--- config.mk ---
export PLATFORM = sky130hd
export DESIGN_NAME = mtme_front
export DESIGN_NICKNAME = d
export VERILOG_FILES = /design/src/rtl/core/mtme_pkg.sv /design/src/rtl/core/mtme_front.sv
export SDC_FILE = /design/constraint.sdc
export NUM_CORES = 1
export LEC_CHECK = 0
export BUFFER_PORTS_ARGS = -buffer_cell sky130_fd_sc_hd__buf_2
export CORE_UTILIZATION = 55
export CTS_CLUSTER_SIZE = 8
export DETAILED_ROUTE_END_ITERATION = 10
export PLACE_DENSITY = 0.77
export SLEW_MARGIN = 40
export SYNTH_ARGS = -nofsm -noshare
export SYNTH_HDL_FRONTEND = slang
export SYNTH_SLANG_ARGS = --single-unit
--- constraint.sdc ---
create_clock -name clk -period 7.2 [get_ports clk]
set_input_delay 1.44 -clock clk [delete_from_list [all_inputs] [get_ports clk]]
set_output_delay 1.44 -clock clk [all_outputs]
set_load 0.05 [all_outputs]
--- src/rtl/core/mtme_pkg.sv ---
// ----------------------------------------------------------------------------
// Transform matrix engine package
// Item types, kind codes and queue depths shared by the engine's modules.
// ----------------------------------------------------------------------------
package mtme_pkg;

  localparam logic [2:0] KIND_VERTEX    = 3'd0;
  localparam logic [2:0] KIND_TRANSLATE = 3'd1;
  localparam logic [2:0] KIND_ROT_X     = 3'd2;
  localparam logic [2:0] KIND_ROT_Y     = 3'd3;
  localparam logic [2:0] KIND_ROT_Z     = 3'd4;

  localparam int FQ_DEPTH = 4;
  localparam int OQ_DEPTH = 4;

  typedef enum logic [2:0] {
    OP_VERTEX,
    OP_TRANSLATE,
    OP_ROT_X,
    OP_ROT_Y,
    OP_ROT_Z
  } op_t;

  typedef struct packed {
    logic [2:0]         kind;
    logic signed [31:0] in_x;
    logic signed [31:0] in_y;
    logic signed [31:0] in_z;
    logic signed [31:0] in_w;
    logic [15:0]        turn_angle;
  } in_item_t;

  typedef struct packed {
    logic signed [31:0] out_x;
    logic signed [31:0] out_y;
    logic signed [31:0] out_z;
    logic signed [31:0] out_w;
  } out_item_t;

  typedef struct packed {
    op_t                op;
    logic signed [31:0] x;
    logic signed [31:0] y;
    logic signed [31:0] z;
    logic signed [31:0] w;
    logic [15:0]        angle;
  } cmd_t;

endpackage

--- src/rtl/core/mtme_front.sv ---
// ----------------------------------------------------------------------------
// Transform matrix engine front end
// Accepts items, decodes the kind, drops unknown kinds and queues commands.
// ----------------------------------------------------------------------------
module mtme_front (
  input  logic              clk,
  input  logic              rst_n,
  input  logic              in_push,
  output logic              in_full,
  input  mtme_pkg::in_item_t in_item,
  output logic              head_valid,
  output mtme_pkg::cmd_t    head,
  input  logic              head_pop
);
  import mtme_pkg::*;

  localparam int PTR_W = $clog2(FQ_DEPTH);

  cmd_t             q_r [FQ_DEPTH];
  logic [PTR_W-1:0] wr_r;
  logic [PTR_W-1:0] rd_r;
  logic [PTR_W:0]   cnt_r;
  logic [PTR_W:0]   cnt_nxt;
  cmd_t             cmd;
  logic             known;
  logic             push;

  always_comb begin
    cmd.x     = in_item.in_x;
    cmd.y     = in_item.in_y;
    cmd.z     = in_item.in_z;
    cmd.w     = in_item.in_w;
    cmd.angle = in_item.turn_angle;
    cmd.op    = OP_VERTEX;
    known     = 1'b1;
    case (in_item.kind)
      KIND_VERTEX:    cmd.op = OP_VERTEX;
      KIND_TRANSLATE: cmd.op = OP_TRANSLATE;
      KIND_ROT_X:     cmd.op = OP_ROT_X;
      KIND_ROT_Y:     cmd.op = OP_ROT_Y;
      KIND_ROT_Z:     cmd.op = OP_ROT_Z;
      default:        known  = 1'b0;
    endcase
  end

  assign in_full    = (cnt_r == (PTR_W+1)'(FQ_DEPTH));
  assign push       = in_push && !in_full && known;
  assign head_valid = (cnt_r != '0);
  assign head       = q_r[rd_r];

  always_comb begin
    cnt_nxt = cnt_r;
    if (push && !head_pop) begin
      cnt_nxt = cnt_r + 1'b1;
    end else if (!push && head_pop) begin
      cnt_nxt = cnt_r - 1'b1;
    end
  end

  always_ff @(posedge clk) begin
    if (!rst_n) begin
      wr_r  <= '0;
      rd_r  <= '0;
      cnt_r <= '0;
    end else begin
      if (push) begin
        wr_r <= wr_r + 1'b1;
      end
      if (head_pop) begin
        rd_r <= rd_r + 1'b1;
      end
      cnt_r <= cnt_nxt;
    end
  end

  always_ff @(posedge clk) begin
    if (push) begin
      q_r[wr_r] <= cmd;
    end
  end

endmodule

Yosys cells after proc, flatten, opt, wreduce, memory -nomap -nowiden
Memories as Yosys holds them, arrays and structs flattened. A register that Yosys moved wholly into a read port is not among the register bits.
Cells that the tools add are included.

word-level totals
  bits in registers = 7
  latch bits = 0
  RAM bits = 588
  memory bits (read-only) = 0
  output and inout port bits = 149
  word-level logic and storage cells = 32
  memories = 1

memories
  memory  words  width  read ports  clocked after Yosys merged registers in  write ports  RTL line          RTL
  q_r     4      147    1           1                                        1            mtme_front.sv:19  cmd_t q_r [FQ_DEPTH];

operators by class
  add/sub/neg operators = 4
  $mul = 0
  divide/modulo/power cells = 0
  order comparisons = 0
  equality and inequality tests = 5
  shift operators = 0
  muxes and demuxes = 8
  bitwise logic cells = 0
  reductions and logical operators = 11

operators by type and width
  kind                                                                number
  3-bit case mux with 4 select lines                                  1
  3-bit by 2-bit == test with 1-bit output, second input constant     2
  3-bit == test, second input constant                                2
  3-bit two-way mux                                                   2
  5-bit OR reduction                                                  1
  2-bit by 1-bit adder with 2-bit output, second input constant       2
  1-bit logical AND                                                   4
  2-bit two-way mux                                                   2
  3-bit by 1-bit adder with 3-bit output, second input constant       1
  3-bit by 1-bit == test with 1-bit output, second input constant     1
  1-bit zero test                                                     3
  3-bit zero test                                                     1
  1-bit two-way mux                                                   3
  3-bit nonzero test                                                  1
  3-bit by 1-bit subtractor with 3-bit output, second input constant  1
  2-bit nonzero test                                                  1

Depth between registers and ports, before layout
  word-level depth = 8
  mapped depth = 9
  depth with buffers taken out = 8

Least setup slack after synthesis
No wires, ideal clock.

  kind = input-to-reg
  start = input port in_item[145] (netlist bit)
  end = memory q_r[0][0] (netlist bit) (enable)
  library setup time = 0.524 ns
  arrival time = 5.262 ns
  data required time = 6.676 ns
  setup slack = 1.413 ns
  stages on the path = 4
  buffers on the path = 1
  cell sequence = o21ai_0 and3b_1 buf_2 and2_1

on the way
  cells in the longest elaborated chain, start to end = 6
  elaborated cells between the ends (all ways) = 10

ends and longest elaborated chain
  element                                    RTL line          RTL
  start, declared                            mtme_front.sv:10  input mtme_pkg::in_item_t in_item,
  3-bit == test (tied with other cells)      mtme_front.sv:36  case (in_item.kind)
  5-bit OR reduction (no source line) *      -
  1-bit two-way mux *                        mtme_front.sv:36
  1-bit logical AND *                        mtme_front.sv:47  assign push = in_push && !in_full && known;
  named net push                             mtme_front.sv:26  logic push;
  1-bit two-way mux *                        mtme_front.sv:77  if (push) begin
  1-bit two-way mux (implied by the code) *  mtme_front.sv:78  q_r[wr_r] <= cmd;
  end, declared                              mtme_front.sv:19

Mark *: on every way through the listed nets, which the timed path passes. The rest lies on a longest branch.

==> reports/results.txt <==
Status = complete, no violations
Worst path cell trace = buf_4 -> mux4_2 -> buf_2
Fin util = 0.669
Dominant cell type by area after synthesis = edfxtp_1
Maximum clock insertion buffer count = 3
Drt drc = 0
Nets = 1,342
Slowest-stage cell, CP = dfxtp_4
Synth cell types = 23
IO Pins = 300
Netlist Area Pre-Place = 21,900 um^2
Iteration count of the initial detailed-routing pass = 5
Final wirelength = 42,200 um
Hold/Removal Path Class = reg2reg
IO Port Bufs = 299
Final ANT Viol Nets = 0
Sequential area share after synthesis = 0.816
Hold Buf Count CTS = 0
Post-synthesis compound-gate area fraction = 0.000802
Largest net degree at the start of global routing = 72
Slew HR = 0.480
Min cycle time layout = 4290 ps
Chip Height = 201 um
Lkg Pwr = 8.75 nW
Buffers & Inverters on Critical Path = 2
Xor/xnor cell area share of the yosys netlist = 0.00160
Kind of critical path = reg2out
Largest family of logic cells by synthesized area = multiplexers
# fillers = 2,452
Startpoint types = register
Final clock skew = 27.7 ps
Reg2reg path depth = 5
Synth top cells by count = 588 x edfxtp_1, 147 x mux4_2, 15 x buf_2, 14 x buf_12, 9 x dfxtp_1
Clock Root Buffer = clkbuf_16
CTS Buf Count = 84
Post-synthesis adder-cell area fraction = 0.00378
Multi-input logic area = 3610 um^2
Mean Syn Cell Area = 26.6 um^2
Yosys reg bits = 597
Total GRT Usage = 0.213
Max H-tree Level = 3
Crit path DAT = 2850 ps
Antenna violations before repair = 6
Max frequency = 233 MHz
Worst hold path stage count = 2
# setup viols final = 0
Total of max-cap violations = 0
CP peak stage delay = 800 ps
Area contributors post-synth = edfxtp_1 81%, mux4_2 15%, buf_12 1.3%
Pwr dens = 332 nW/um^2
Area Overhead vs Synth = 19.2%
Share of post-route cells with drive strength above 1 = 0.465
Placer Congestion = 0.727
Final HPWL DP = 23,700 um
Syn. warnings = 0
Post-synth top area share = 0.808
Starting Density = 0.562
Vias in the first global route = 10,546
Routed len/inst = 24.4 um
CTS clk-pin slew, worst paths = 50 ps
Maximum VDD drop = 202 uV
Placeable core area = 38,900 um^2
PostCTS Resize Cnt = 0
Post-Synth Simple-Gate Area = 0.00567
WP data required = 5760 ps
# Post-CTS Setup Buffers = 0
Levels on crit path = 3
RSZ-0062 raised after global routing = false
Worst-path fanout max = 53
Most used DFF post-synth = edfxtp_1
First-pass GRT wire length = 63,100 um
Register Area = 17,800 um^2
Clk sinks = 597
Initial DRC count = 689
Post-synthesis instance total = 820
Setup TNS = 0 ps
Slew Viols, Final = 0
Total congestion overflow = 0
Die X = 201 um
Mux share of post-synthesis cell area = 0.153
Die area = 40,500 um^2
Site Rows = 72
Vias per cell = 5.70
Fin. Hold Viols = 0
Clock Latency Late Sink = 590 ps
Most numerous cell in the Yosys netlist = edfxtp_1
Number of flops mapped to enable cells by yosys = 588
Fraction of synthesis flops using an asynchronous set or reset pin = 0
Slew @ Worst Pin = 781 ps
CTS tree = yes
Delay-heaviest family, CP = buffers and inverters
Crit path capture type = output port
Part of the cycle the worst path needs = 0.596
Via count = 9,840
Syn nets = 977
final cells by class:
type	instances	share of cell area
timing repair buffer	314	0.0633
clock buffer	96	0.0849
inverter	4	0.000576
sequential	597	0.685
antenna	7	0.000672
clock inverter	5	0.00207
multi-input combinational	184	0.139
tap	518	0.0249
logic make-up (layout without fill, tap and decap cells):
kind of cell    after synthesis  in the layout
xor+xnor                      4              4
simple gates                 21             21
mux                         150            150
fa+ha+maj                     6              6
compound gates                3              3
buf+inv                      39            419
flops                       597            597
other cells                   0              7
metal layers:
metal / part of all wire / up-vias / global-route usage
met3: 0.081 / 69 / 0.0659
li1: - / 4254 / -
met2: 0.51 / 401 / 0.348
met4: 0.019 / 2 / 0.0731
met5: 0.00031 / - / 0
met1: 0.39 / 5114 / 0.274
registers in the layout (all words and copies together), names as in the netlist, named ones only:
register	cells
cnt_r	3
q_r	588
wr_r	2
rd_r	2
worst min-delay path, cell delays in order (launching register included):
cell and delay [ps]:
dfxtp_1 340, nand2_1 70, mux2i_1 60
placed cells by master (no fill, tap or decap), types with 2 or more instances in the layout:
cell	count
edfxtp_1	588
buf_2	299
mux4_2	147
clkbuf_16	87
clkbuf_1	9
buf_4	9
diode_2	7
dfxtp_1	7
nand2_1	5
ha_1	5
inv_1	4
and2_4	4
and2_1	4
buf_6	4
nor2b_1	3
mux2i_1	3
nor3b_1	2
o21ai_0	2
or3_1	2
xnor2_1	2
xor2_1	2
dfxtp_4	2
inv_6	2
clkinv_8	2
buf_12	2
through the flow:
| stage | cell area (um^2) | power (mW) | hold WS [ps] | instances | worst slack [ps] |
|---|---|---|---|---|---|
| CTS | 26000 | 8.72 | 508 | 1718 | 2780 |
| floorplan | 21900 | 5.03 | 467 | 820 | 1410 |
| global route | 26000 | 8.91 | 527 | 1722 | 2700 |
| finish | 26000 | 8.64 | 510 | 1725 | 2910 |
| global placement | 23700 | 5.28 | 492 | 1616 | 3140 |
| detailed placement | 23800 | 5.30 | 503 | 1617 | 3200 |
worst paths after layout:
check / start / end / slack (ps)
setup / recovery: register / head[115] / 2910
hold / removal: wr_r[1] / wr_r[1] / 510
setup reg to reg: cnt_r[0] / q_r[1][125] / 4330
hold reg to reg: wr_r[1] / wr_r[1] / 510
report_power, final:
group | internal, mW | total, mW | switching [mW] | leakage (nW)
clock network | 2.12 | 3.40 | 1.28 | 1.11
registers | 4.01 | 4.07 | 0.0592 | 5.43
logic | 0.339 | 1.17 | 0.829 | 2.22
Note: power is estimated with default switching activity, not from simulation.
